$ cat src/hw/rtl/jmsc_pkg.sv
// ---------------------------------------------------------------------------
// JPEG marker structure check: shared types and constants
// Parse phases, outcome codes, marker codes and the result record that the
// parse core hands to the top level.
// ---------------------------------------------------------------------------
package jmsc_pkg;

  // Width of the reported image length.
  localparam int unsigned ImgLenW = 19;

  // Marker codes.
  localparam logic [7:0] MarkPrefix = 8'hFF;
  localparam logic [7:0] MarkSoi    = 8'hD8;
  localparam logic [7:0] MarkEoi    = 8'hD9;
  localparam logic [7:0] MarkSos    = 8'hDA;
  localparam logic [7:0] MarkDht    = 8'hC4;
  localparam logic [7:0] MarkApp1   = 8'hE1;
  localparam logic [7:0] MarkRst0   = 8'hD0;
  localparam logic [7:0] MarkStuff  = 8'h00;

  // DHT header: class byte plus sixteen code counts.
  localparam logic [4:0]  DhtHdrBytes = 5'd17;
  // Smallest DHT length that holds the header (length field plus header).
  localparam logic [15:0] DhtMinLen   = 16'd19;
  localparam logic [15:0] LenFieldBytes = 16'd2;

  // Parse phase of the marker walk.
  typedef enum logic [2:0] {
    PH_SOI0  = 3'd0,
    PH_SOI1  = 3'd1,
    PH_MARK  = 3'd2,
    PH_CODE  = 3'd3,
    PH_LENHI = 3'd4,
    PH_LENLO = 3'd5,
    PH_SKIP  = 3'd6
  } phase_e;

  // Verdict codes.
  typedef enum logic [2:0] {
    OUT_EOI        = 3'd0,
    OUT_SCAN_DATA  = 3'd1,
    OUT_END_SOS    = 3'd2,
    OUT_NO_SOI     = 3'd3,
    OUT_EXP_MARKER = 3'd4,
    OUT_BAD_LEN    = 3'd5,
    OUT_END_NO_SOS = 3'd6
  } outcome_e;

  // One verdict.
  typedef struct packed {
    logic                 is_valid;
    outcome_e             outcome;
    logic [ImgLenW-1:0]   image_length;
    logic                 saw_app1;
    logic [7:0]           error_total;
  } jmsc_res_t;

endpackage

$ cat src/hw/rtl/jmsc_core.sv
// ---------------------------------------------------------------------------
// JPEG marker structure check: parse core
// Holds the marker walk state and steps it by one byte per transfer. Gives at
// most one verdict per byte, in the same cycle as the step.
// ---------------------------------------------------------------------------
module jmsc_core #(
  parameter int unsigned MAX_BYTES = 262144
) (
  input  logic                clk_i,
  input  logic                rst_ni,
  input  logic                step_i,
  input  logic [7:0]          data_byte_i,
  input  logic                first_byte_i,
  input  logic                last_byte_i,
  output logic                res_vld_o,
  output jmsc_pkg::jmsc_res_t res_o
);
  import jmsc_pkg::*;

  localparam int unsigned PosW = $clog2(MAX_BYTES + 1);
  localparam int unsigned ExtW = (PosW + 1 > ImgLenW) ? PosW + 1 : ImgLenW;
  localparam logic [PosW:0] MaxPos = (PosW + 1)'(MAX_BYTES);

  // State registers.
  phase_e           phase_q, phase_d;
  logic [PosW-1:0]  pos_q, pos_d;
  logic [7:0]       marker_q, marker_d;
  logic [7:0]       len_hi_q, len_hi_d;
  logic [15:0]      seg_len_q, seg_len_d;
  logic [15:0]      skip_q, skip_d;
  logic [4:0]       idx_q, idx_d;
  logic [11:0]      total_q, total_d;
  logic             scan_q, scan_d;
  logic             app1_q, app1_d;
  logic [7:0]       tally_q, tally_d;
  logic             verdict_q, verdict_d;

  // State as seen by this byte (a first byte starts from the reset state).
  phase_e           phase_c;
  logic [PosW-1:0]  pos_c;
  logic [7:0]       marker_c, len_hi_c;
  logic [15:0]      seg_len_c, skip_c;
  logic [4:0]       idx_c;
  logic [11:0]      total_c;
  logic             scan_c, app1_c, verdict_c;
  logic [7:0]       tally_c;

  logic [PosW:0]    pos_inc;
  logic [ExtW-1:0]  pos_ext;
  logic [15:0]      seg_new;
  logic [15:0]      skip_dec;
  logic [4:0]       idx_inc;
  logic [11:0]      total_add;
  logic             bump;
  logic             emit;

  always_comb begin
    if (first_byte_i) begin
      phase_c   = PH_SOI0;
      pos_c     = '0;
      marker_c  = '0;
      len_hi_c  = '0;
      seg_len_c = '0;
      skip_c    = '0;
      idx_c     = '0;
      total_c   = '0;
      scan_c    = 1'b0;
      app1_c    = 1'b0;
      tally_c   = '0;
      verdict_c = 1'b0;
    end else begin
      phase_c   = phase_q;
      pos_c     = pos_q;
      marker_c  = marker_q;
      len_hi_c  = len_hi_q;
      seg_len_c = seg_len_q;
      skip_c    = skip_q;
      idx_c     = idx_q;
      total_c   = total_q;
      scan_c    = scan_q;
      app1_c    = app1_q;
      tally_c   = tally_q;
      verdict_c = verdict_q;
    end
  end

  assign pos_inc   = {1'b0, pos_c} + {{PosW{1'b0}}, 1'b1};
  assign pos_ext   = ExtW'(pos_inc);
  assign seg_new   = {len_hi_c, data_byte_i};
  assign skip_dec  = skip_c - 16'd1;
  assign idx_inc   = idx_c + 5'd1;
  assign total_add = total_c + ((idx_c != 5'd0) ? {4'd0, data_byte_i} : 12'd0);

  // One byte of the marker walk.
  always_comb begin
    phase_d   = phase_c;
    pos_d     = pos_c;
    marker_d  = marker_c;
    len_hi_d  = len_hi_c;
    seg_len_d = seg_len_c;
    skip_d    = skip_c;
    idx_d     = idx_c;
    total_d   = total_c;
    scan_d    = scan_c;
    app1_d    = app1_c;
    bump      = 1'b0;
    emit      = 1'b0;
    res_o.is_valid     = 1'b0;
    res_o.outcome      = OUT_EOI;
    res_o.image_length = '0;

    if (!verdict_c) begin
      case (phase_c)
        PH_SOI0: begin
          if (data_byte_i != MarkPrefix) begin
            emit          = 1'b1;
            res_o.outcome = OUT_NO_SOI;
          end else begin
            phase_d = PH_SOI1;
          end
        end
        PH_SOI1: begin
          if (data_byte_i != MarkSoi) begin
            emit          = 1'b1;
            res_o.outcome = OUT_NO_SOI;
          end else begin
            phase_d = PH_MARK;
          end
        end
        PH_MARK: begin
          if (data_byte_i != MarkPrefix) begin
            emit           = 1'b1;
            res_o.is_valid = scan_c;
            res_o.outcome  = scan_c ? OUT_SCAN_DATA : OUT_EXP_MARKER;
          end else begin
            phase_d = PH_CODE;
          end
        end
        PH_CODE: begin
          if (data_byte_i == MarkPrefix) begin
            // Fill byte: the next byte is again a marker code.
            phase_d = PH_CODE;
          end else if (data_byte_i == MarkEoi) begin
            emit               = 1'b1;
            res_o.is_valid     = 1'b1;
            res_o.outcome      = OUT_EOI;
            res_o.image_length = pos_ext[ImgLenW-1:0];
          end else if (data_byte_i inside {[MarkRst0:MarkSoi], MarkStuff}) begin
            // Standalone marker without a length.
            phase_d = PH_MARK;
          end else begin
            marker_d = data_byte_i;
            phase_d  = PH_LENHI;
          end
        end
        PH_LENHI: begin
          len_hi_d = data_byte_i;
          phase_d  = PH_LENLO;
        end
        PH_LENLO: begin
          seg_len_d = seg_new;
          if (seg_new < LenFieldBytes) begin
            bump          = 1'b1;
            emit          = 1'b1;
            res_o.outcome = OUT_BAD_LEN;
          end else begin
            if (marker_c == MarkSos) begin
              scan_d = 1'b1;
            end
            if (marker_c == MarkApp1) begin
              app1_d = 1'b1;
            end
            idx_d   = '0;
            total_d = '0;
            // A DHT too short to hold its header counts its error here.
            if (marker_c == MarkDht && seg_new < DhtMinLen) begin
              bump = 1'b1;
            end
            skip_d  = seg_new - LenFieldBytes;
            phase_d = (seg_new == LenFieldBytes) ? PH_MARK : PH_SKIP;
          end
        end
        PH_SKIP: begin
          // Sum the DHT code counts that follow the class byte.
          if (marker_c == MarkDht && seg_len_c >= DhtMinLen && idx_c < DhtHdrBytes) begin
            total_d = total_add;
            idx_d   = idx_inc;
            if (idx_inc == DhtHdrBytes &&
                (DhtMinLen + {4'd0, total_add}) > seg_len_c) begin
              bump = 1'b1;
            end
          end
          skip_d = skip_dec;
          if (skip_dec == 16'd0) begin
            phase_d = PH_MARK;
          end
        end
        default: begin
          phase_d = PH_MARK;
        end
      endcase

      if (!emit) begin
        if ({1'b0, pos_c} < MaxPos) begin
          pos_d = pos_inc[PosW-1:0];
        end
        // End of the buffer: verdict from the phase this byte moves the walk to.
        if (last_byte_i || pos_inc >= MaxPos) begin
          emit = 1'b1;
          if (phase_d == PH_SOI0 || phase_d == PH_SOI1) begin
            res_o.outcome = OUT_NO_SOI;
          end else begin
            res_o.is_valid = scan_d;
            res_o.outcome  = scan_d ? OUT_END_SOS : OUT_END_NO_SOS;
          end
        end
      end
    end

    // Saturating error tally.
    tally_d = (bump && tally_c != 8'hFF) ? tally_c + 8'd1 : tally_c;
    verdict_d = verdict_c | emit;
    res_o.saw_app1    = app1_d;
    res_o.error_total = tally_d;
  end

  assign res_vld_o = step_i & emit;

  // Walk state, updated on every processed byte.
  always_ff @(posedge clk_i or negedge rst_ni) begin
    if (!rst_ni) begin
      phase_q   <= PH_SOI0;
      pos_q     <= '0;
      marker_q  <= '0;
      len_hi_q  <= '0;
      seg_len_q <= '0;
      skip_q    <= '0;
      idx_q     <= '0;
      total_q   <= '0;
      scan_q    <= 1'b0;
      app1_q    <= 1'b0;
      tally_q   <= '0;
      verdict_q <= 1'b0;
    end else if (step_i) begin
      phase_q   <= phase_d;
      pos_q     <= pos_d;
      marker_q  <= marker_d;
      len_hi_q  <= len_hi_d;
      seg_len_q <= seg_len_d;
      skip_q    <= skip_d;
      idx_q     <= idx_d;
      total_q   <= total_d;
      scan_q    <= scan_d;
      app1_q    <= app1_d;
      tally_q   <= tally_d;
      verdict_q <= verdict_d;
    end
  end

endmodule

$ cat src/hw/rtl/jpeg_marker_structure_check.sv
// ---------------------------------------------------------------------------
// JPEG marker structure check
// Walks the marker chain of a candidate image one byte per transfer and gives
// one verdict per candidate.
// ---------------------------------------------------------------------------
//
//   channel   direction   handshake                 payload
//   input     in          in_valid_i / in_ready_o   data_byte_i, first_byte_i,
//                                                   last_byte_i
//   result    out         out_valid_o / out_ready_i is_valid_o, outcome_o,
//                                                   image_length_o, saw_app1_o,
//                                                   error_total_o
//
// One byte per cycle while the result queue has room. A byte is held in the
// input register, stepped through the parse core, and its verdict, if any, is
// written to a two-entry result queue; input stalls only while it is full.
// Reset clears the walk state; the first byte after reset is taken as byte 0.
// ---------------------------------------------------------------------------
module jpeg_marker_structure_check #(
  parameter int unsigned MAX_BYTES = 262144
) (
  input  logic                        clk_i,
  input  logic                        rst_ni,
  input  logic                        in_valid_i,
  output logic                        in_ready_o,
  input  logic [7:0]                  data_byte_i,
  input  logic                        first_byte_i,
  input  logic                        last_byte_i,
  output logic                        out_valid_o,
  input  logic                        out_ready_i,
  output logic                        is_valid_o,
  output logic [2:0]                  outcome_o,
  output logic [jmsc_pkg::ImgLenW-1:0] image_length_o,
  output logic                        saw_app1_o,
  output logic [7:0]                  error_total_o
);
  import jmsc_pkg::*;

  // Input register.
  logic       in_vld_q, in_vld_d;
  logic [7:0] data_q;
  logic       first_q;
  logic       last_q;
  logic       step;

  // Result queue.
  jmsc_res_t  q_mem [2];
  logic       wr_q, rd_q;
  logic [1:0] cnt_q, cnt_d;
  logic       push, pop;
  logic       res_vld;
  jmsc_res_t  res;

  assign step       = in_vld_q && (cnt_q != 2'd2);
  assign in_ready_o = !in_vld_q || step;
  assign in_vld_d   = in_ready_o ? in_valid_i : in_vld_q;

  always_ff @(posedge clk_i or negedge rst_ni) begin
    if (!rst_ni) begin
      in_vld_q <= 1'b0;
    end else begin
      in_vld_q <= in_vld_d;
    end
  end

  always_ff @(posedge clk_i) begin
    if (in_valid_i && in_ready_o) begin
      data_q  <= data_byte_i;
      first_q <= first_byte_i;
      last_q  <= last_byte_i;
    end
  end

  // Marker walk.
  jmsc_core #(
    .MAX_BYTES (MAX_BYTES)
  ) u_core (
    .clk_i        (clk_i),
    .rst_ni       (rst_ni),
    .step_i       (step),
    .data_byte_i  (data_q),
    .first_byte_i (first_q),
    .last_byte_i  (last_q),
    .res_vld_o    (res_vld),
    .res_o        (res)
  );

  // Result queue bookkeeping.
  assign push  = res_vld;
  assign pop   = out_valid_o && out_ready_i;
  assign cnt_d = cnt_q + {1'b0, push} - {1'b0, pop};

  always_ff @(posedge clk_i or negedge rst_ni) begin
    if (!rst_ni) begin
      wr_q  <= 1'b0;
      rd_q  <= 1'b0;
      cnt_q <= '0;
    end else begin
      if (push) begin
        wr_q <= ~wr_q;
      end
      if (pop) begin
        rd_q <= ~rd_q;
      end
      cnt_q <= cnt_d;
    end
  end

  always_ff @(posedge clk_i) begin
    if (push) begin
      q_mem[wr_q] <= res;
    end
  end

  // Result ports.
  assign out_valid_o    = (cnt_q != 2'd0);
  assign is_valid_o     = q_mem[rd_q].is_valid;
  assign outcome_o      = q_mem[rd_q].outcome;
  assign image_length_o = q_mem[rd_q].image_length;
  assign saw_app1_o     = q_mem[rd_q].saw_app1;
  assign error_total_o  = q_mem[rd_q].error_total;

  // The queue never holds more than two verdicts.
  a_cnt_bound: assert property (@(posedge clk_i) disable iff (!rst_ni)
    cnt_q != 2'd3)
    else $error("result queue count out of range");

  // No byte is stepped while the queue is full.
  a_no_step_full: assert property (@(posedge clk_i) disable iff (!rst_ni)
    cnt_q == 2'd2 |-> !step)
    else $error("byte stepped with a full result queue");

  // The valid flag agrees with the outcome code.
  a_valid_outcome: assert property (@(posedge clk_i) disable iff (!rst_ni)
    out_valid_o |-> (is_valid_o == (outcome_o == OUT_EOI ||
                                    outcome_o == OUT_SCAN_DATA ||
                                    outcome_o == OUT_END_SOS)))
    else $error("valid flag disagrees with outcome");

  // Only an EOI verdict carries an image length.
  a_len_eoi: assert property (@(posedge clk_i) disable iff (!rst_ni)
    (out_valid_o && outcome_o != OUT_EOI) |-> image_length_o == '0)
    else $error("image length on a verdict other than EOI");

endmodule
$ cat config.mk
export PLATFORM = sky130hd
export DESIGN_NAME = jpeg_marker_structure_check
export DESIGN_NICKNAME = d
export VERILOG_FILES = /design/src/hw/rtl/jmsc_pkg.sv /design/src/hw/rtl/jmsc_core.sv /design/src/hw/rtl/jpeg_marker_structure_check.sv
export SDC_FILE = /design/constraint.sdc
export NUM_CORES = 1
export LEC_CHECK = 0
export BUFFER_PORTS_ARGS = -buffer_cell sky130_fd_sc_hd__clkbuf_2
export CORE_AREA = 2 2 192 194
export DETAILED_ROUTE_END_ITERATION = 8
export DIE_AREA = 0 0 194 196
export HOLD_SLACK_MARGIN = 0.08
export SLEW_MARGIN = 20
export SYNTH_ARGS = -nofsm -noshare
export SYNTH_HDL_FRONTEND = slang
export SYNTH_SLANG_ARGS = --single-unit
$ cat constraint.sdc
create_clock -name clk_i -period 14.4 [get_ports clk_i]
set_clock_uncertainty 0.1 [all_clocks]
set_input_delay 1.44 -clock clk_i [delete_from_list [all_inputs] [get_ports clk_i]]
set_output_delay 1.44 -clock clk_i [all_outputs]
set_load 0.01 [all_outputs]
; ---- Word-level counts from Yosys, hierarchy flattened
; Memory sizes are Yosys's and may differ from the RTL's.
; Cells that the tools add are included.
; Widths: inputs -> output; s select.
[op_classes]
n_addsub = 9
n_lt_le_gt_ge = 9
n_eq_ne = 18
muxes = 92
n_bitwise = 4
reduce_logical = 21
[op_table]
columns = op, count
row1 = $mux 16, 6
row2 = $mux 8, 12
row3 = $mux 19, 5
row4 = $mux 23, 3
row5 = $mux 12, 4
row6 = $mux 3, 16
row7 = $eq 8x8->1 const B, 5
row8 = $pmux 16 s2, 1
row9 = $mux 1, 29
row10 = $ne 8x8->1 const B, 3
row11 = $pmux 12 s2, 1
row12 = $pmux 3 s7, 1
row13 = $add 19x1->20 const B, 1
row14 = $ge 20x19->1 const B, 1
row15 = $mux 5, 4
row16 = $lt 19x19->1 const B, 1
row17 = $eq 16x2->1 const B, 1
row18 = $ge 16x5->1 const B, 1
row19 = $gt 16x16->1, 1
row20 = $logic_not 16->1, 1
row21 = $lt 16x2->1 const B, 1
row22 = $lt 16x5->1 const B, 1
row23 = $sub 16x1->16 const B, 1
row24 = $sub 16x2->16 const B, 1
row25 = other kinds (31), 52
[word_totals]
regBits = 113
mem_bits_rw = 64
input_bits = 14
output_inout_bits = 34
elab_cells = 173
n_memories = 1
[mem_list]
columns = memory, depth, word_bits, read_ports, rd_ports_with_merged_regs, write_ports, line
row1 = q_mem, 2, 32, 1, 0, 1, jpeg_marker_structure_check.sv:47  ; jmsc_res_t q_mem [2];

; ---- Longest topological paths before layout
[logic_depth]
word_depth = 14
depth_mapped = 29
mapped_depth_nobuf = 23

; ---- Cells and area by module
; Synthesis repeated with hierarchy kept, for this count alone.
[unflattened]
hier_cells = 1119
area_unflattened_um2 = 10894.2
[by_module_without_submodules]
columns = module, n_inst, cells_each, area_each_um2
row1 = jmsc_core, 1, 987, 7883.8
row2 = jpeg_marker_structure_check, 1, 132, 3010.4

; ---- Worst setup path before layout
; No wires, ideal clock.
[synth_path]
kind = register to register
startpoint = register first_q
endpoint = memory q_mem[0][3] in the netlist's numbering, data pin
arrival_ps = 6419
slack_ps = 7623
stages_incl_launch_ff = 30
path_buffers = 6
period_less_slack_ps = 6777
cell_sequence = edfxtp_1 clkbuf_1 inv_1 clkbuf_1 clkbuf_1 buf_1 buf_1 nand2_1 ha_1 o21ai_0 and2_1 ha_1 inv_1 fa_1 nand3b_1 a21oi_1 a2111oi_0 or3_1 clkbuf_1 a2111o_1 nor3b_1 xor2_1 ha_1 nand2_1 or3_1 a21o_1 a311oi_4 o21ai_2 o21a_1 o21a_1
[synth_rtl]
columns = item, line
row1 = from (decl), jpeg_marker_structure_check.sv:42  ; logic first_q;
row2 = from (signal assigned), jpeg_marker_structure_check.sv:69  ; first_q <= first_byte_i;
row3 = to (decl), jpeg_marker_structure_check.sv:47

==> impl_metrics.tcl <==
set metrics [dict create \
    drt_pre_antenna_iters 5 \
    routed-via-count 8840 \
    mappedNetlistNets 1179 \
    crit_chain "buf_4 -> inv_2 -> nand2_1 -> ha_1 -> o21ai_0 -> and2_1 -> ha_1 -> inv_1 -> fa_1 -> nand3b_1 -> a21oi_1 -> a2111oi_0 -> or3_1 -> a2111o_1 -> nor3b_1 -> xor2_1 -> ha_1 -> nand2_1 -> or3_1 -> a21o_1 -> a311oi_4 -> o21ai_2 -> nor3_1 -> mux2i_1" \
    total_neg_setup_slack_ns 0 \
    max_clock_freq_ghz 0.157 \
    final_period_minus_worst_setup_slack_ns 6.38 \
    full_die_area_um2 38000 \
    syn_to_final_growth_pct 12.2 \
    postCtsSetupRepairBufs 0 \
    power.density_nw_per_um2 122 \
    synth_enable_flop_cells 74 \
    wire_per_inst_um 17.8 \
    max_cap_violations 0 \
    synthDominantAreaCellType "sky130_fd_sc_hd__dfrtp_1" \
    number_of_antenna_violations_at_the_first_check_in_global_routing 0 \
    netlist_instances 1128 \
    ys_seq_elements 177 \
    synth_seq_area_share_pct 44.9 \
    dieHeight_um 196 \
    reg2reg_slack_ns 8.02 \
    critPathCaptureType "register" \
    antenna_cells 0 \
    finalWeightedCongestion 0.883 \
    grt.overflow.total 0 \
    final_nets 1198 \
    grt_pass1_wl_mm 47.0 \
    grt_pass1_vias 8504 \
    sum_of_net_half_perimeters_after_detailed_placement_mm 19.8 \
    path_clk_slew_ns 0.07 \
    grt_start_max_net_pins 69 \
    vdd_drop_max_v 0.0000950 \
    drive_gt1_share_pct 12.5 \
    portion_of_synthesized_cell_area_occupied_by_the_leading_cell_type_pct 24.1 \
    synthesis.yosys.warnings 0 \
    core_area_um2 36100 \
    die_w_um 194 \
    min_to "u_core.total_q[4]" \
    route.antenna.remaining_nets 0 \
    post_cts_hold_buffer_count 0 \
    clock_latency_on_the_worst_skew_pair_ns 0.45 \
    floorplan.initialDensity_pct 29.6 \
    drt_wl_total_mm 29.0 \
    critPathKind "reg -> reg" \
    number_of_different_library_cells_in_the_post_synthesis_netlist 70 \
    cpMostUsedCell "sky130_fd_sc_hd__ha_1" \
    worstPathRequired_ns 14.58 \
    post_synth_main_area_contributors "sky130_fd_sc_hd__dfrtp_1, sky130_fd_sc_hd__edfxtp_1, sky130_fd_sc_hd__nand2_1" \
    cp-start-kind "register" \
    leakagePower_uw 0.00473 \
    drt-vias-per-instance 5.43 \
    crit_path_depth 24 \
    count_of_endpoints_failing_hold_in_the_final_timing_report 0 \
    timing.rr.start "first_q" \
    rsz_0062_raised_after_global_routing "no" \
    r2r_path_end "q_mem[1][7]" \
    fillCellCount 3754 \
    floorplan.rows 70 \
    final.hold.worst_slack_ns 0.383 \
    clock-sinks 177 \
    global_route.usage.total_pct 15.4 \
    floorplan.io_pins 48 \
    cts.htree.levels 4 \
    hold_start "u_core.total_q[4]" \
    portBuffers 47 \
    netlist_area_um2 10700 \
    slew_violations 0 \
    cts_tree "built" \
    timing.slew.headroom_pct 34.7 \
    rr_worst_depth 24 \
    synthesis.area_per_instance_um2 9.48 \
    first_iter_violations 786 \
    ys_top_cells_by_count "sky130_fd_sc_hd__nand2_1, sky130_fd_sc_hd__dfrtp_1, sky130_fd_sc_hd__nor2_1, sky130_fd_sc_hd__o21ai_0, sky130_fd_sc_hd__edfxtp_1" \
    outcome "completed" \
    fin_crit_sh_pct 44.3 \
    cts_made_buffers 17 \
    cp_top_family "simple AND/OR/NAND/NOR gates" \
    critPathArrivalTime_ns 6.56 \
    yosys_most_used_dff "sky130_fd_sc_hd__dfrtp_1" \
    max_stage_delay_ns 0.41 \
    post_cts_resized 0 \
    worst_slew_pin_slew_ns 0.979 \
    min_path_cells 2 \
    ctsRootBufferMaster "sky130_fd_sc_hd__clkbuf_16" \
    hold_path_class "reg -> reg" \
    layout.core_utilization_pct 33.2 \
    cts.path.max_buffers 2 \
    slowest_stage "sky130_fd_sc_hd__a2111o_1" \
    finalSetupViolations 0 \
    synthArstFlopShare_pct 58.2 \
    drcViolationCount 0 \
    crit_buf_inv 3 \
    path_max_fanout 26 \
    cell_with_the_most_instances_after_synthesis "sky130_fd_sc_hd__nand2_1" \
]
cell usage in the layout (no fill, tap or decap), types with 20 or more instances in the layout:
cell type,count
sky130_fd_sc_hd__a22o_1,30
sky130_fd_sc_hd__inv_1,30
sky130_fd_sc_hd__a21oi_1,51
sky130_fd_sc_hd__xnor2_1,34
sky130_fd_sc_hd__nand3_1,45
sky130_fd_sc_hd__clkbuf_2,46
sky130_fd_sc_hd__nor2_1,94
sky130_fd_sc_hd__o21ai_0,75
sky130_fd_sc_hd__edfxtp_1,74
sky130_fd_sc_hd__nor3_1,27
sky130_fd_sc_hd__nor2b_1,29
sky130_fd_sc_hd__nand2_1,126
sky130_fd_sc_hd__mux2_2,33
sky130_fd_sc_hd__dfrtp_1,103
sky130_fd_sc_hd__ha_1,36
sky130_fd_sc_hd__clkbuf_16,20
metal layers:
layer / track usage, % / wire length, um
met1: 21.6 / 13400
met2: 23.8 / 13400
met3: 3.27 / 1760
met4: 4.88 / 427
met5: 0 / 0
registers in the layout, summed over array words and instances, names as in the netlist, 5 cells and up:
name              cells
u_core.pos_q         19
data_q                8
u_core.skip_q        16
u_core.tally_q        8
q_mem                64
u_core.len_hi_q       8
u_core.idx_q          5
u_core.seg_len_q     16
u_core.total_q       12
u_core.marker_q       8
worst max-delay path by stage:
stage	from	to	slack (ns)
detailed placement	first_q	q_mem[0][4]	8.09
global route	first_q	q_mem[1][7]	7.37
global placement	first_q	q_mem[0][7]	8.28
floorplan	first_q	q_mem[0][3]	7.62
finish	first_q	q_mem[1][7]	8.02
CTS	first_q	q_mem[0][7]	8.04
layout make-up:
class                      count  area (um2)  area share, %
sequential                   177        4800           40.0
multi-input combinational    856        5520           46.1
inverter                      31         116          0.970
timing repair buffer          64         365           3.05
clock inverter                 9        80.1          0.668
tap                          468         586           4.88
clock buffer                  23         522           4.35
report_power, final:
| group | total (uW) | switching [uW] | internal, uW |
|---|---|---|---|
| Combinational | 359 | 237 | 122 |
| Sequential | 627 | 34.0 | 593 |
| Clock | 476 | 213 | 262 |
| Total | 1460 | 484 | 978 |
cell families after synthesis:
| logic type | Yosys count | synth area share (%) |
|---|---|---|
| simple gates | 437 | 20.1 |
| buf+inv | 95 | 3.50 |
| flops | 177 | 44.9 |
| mux | 38 | 3.94 |
| xor+xnor | 53 | 4.34 |
| compound gates | 291 | 18.8 |
| fa+ha+maj | 37 | 4.40 |
through the flow:
stage	setup slack (ns)	instance area, um2	power [uW]	cells
floorplan	7.62	10700	859	1128
global placement	8.28	11400	996	1596
detailed placement	8.09	11400	1000	1596
CTS	8.04	12000	1480	1628
global route	7.37	12000	1540	1628
finish	8.02	12000	1460	1628
worst register-to-register path: cells and delay by family, from the launching register on:
| kind | cells | cell delay, ns |
|---|---|---|
| AO/OA/AOI/OAI | 7 | 1.58 |
| adder cells (fa/ha/maj) | 4 | 1.13 |
| XOR/XNOR | 1 | 0.12 |
| buffers and inverters | 3 | 0.61 |
| multiplexers | 1 | 0.26 |
| AND/OR/NAND/NOR | 8 | 2.06 |
| flip-flops | 1 | 0.35 |
Note: power is estimated with default switching activity, not from simulation.
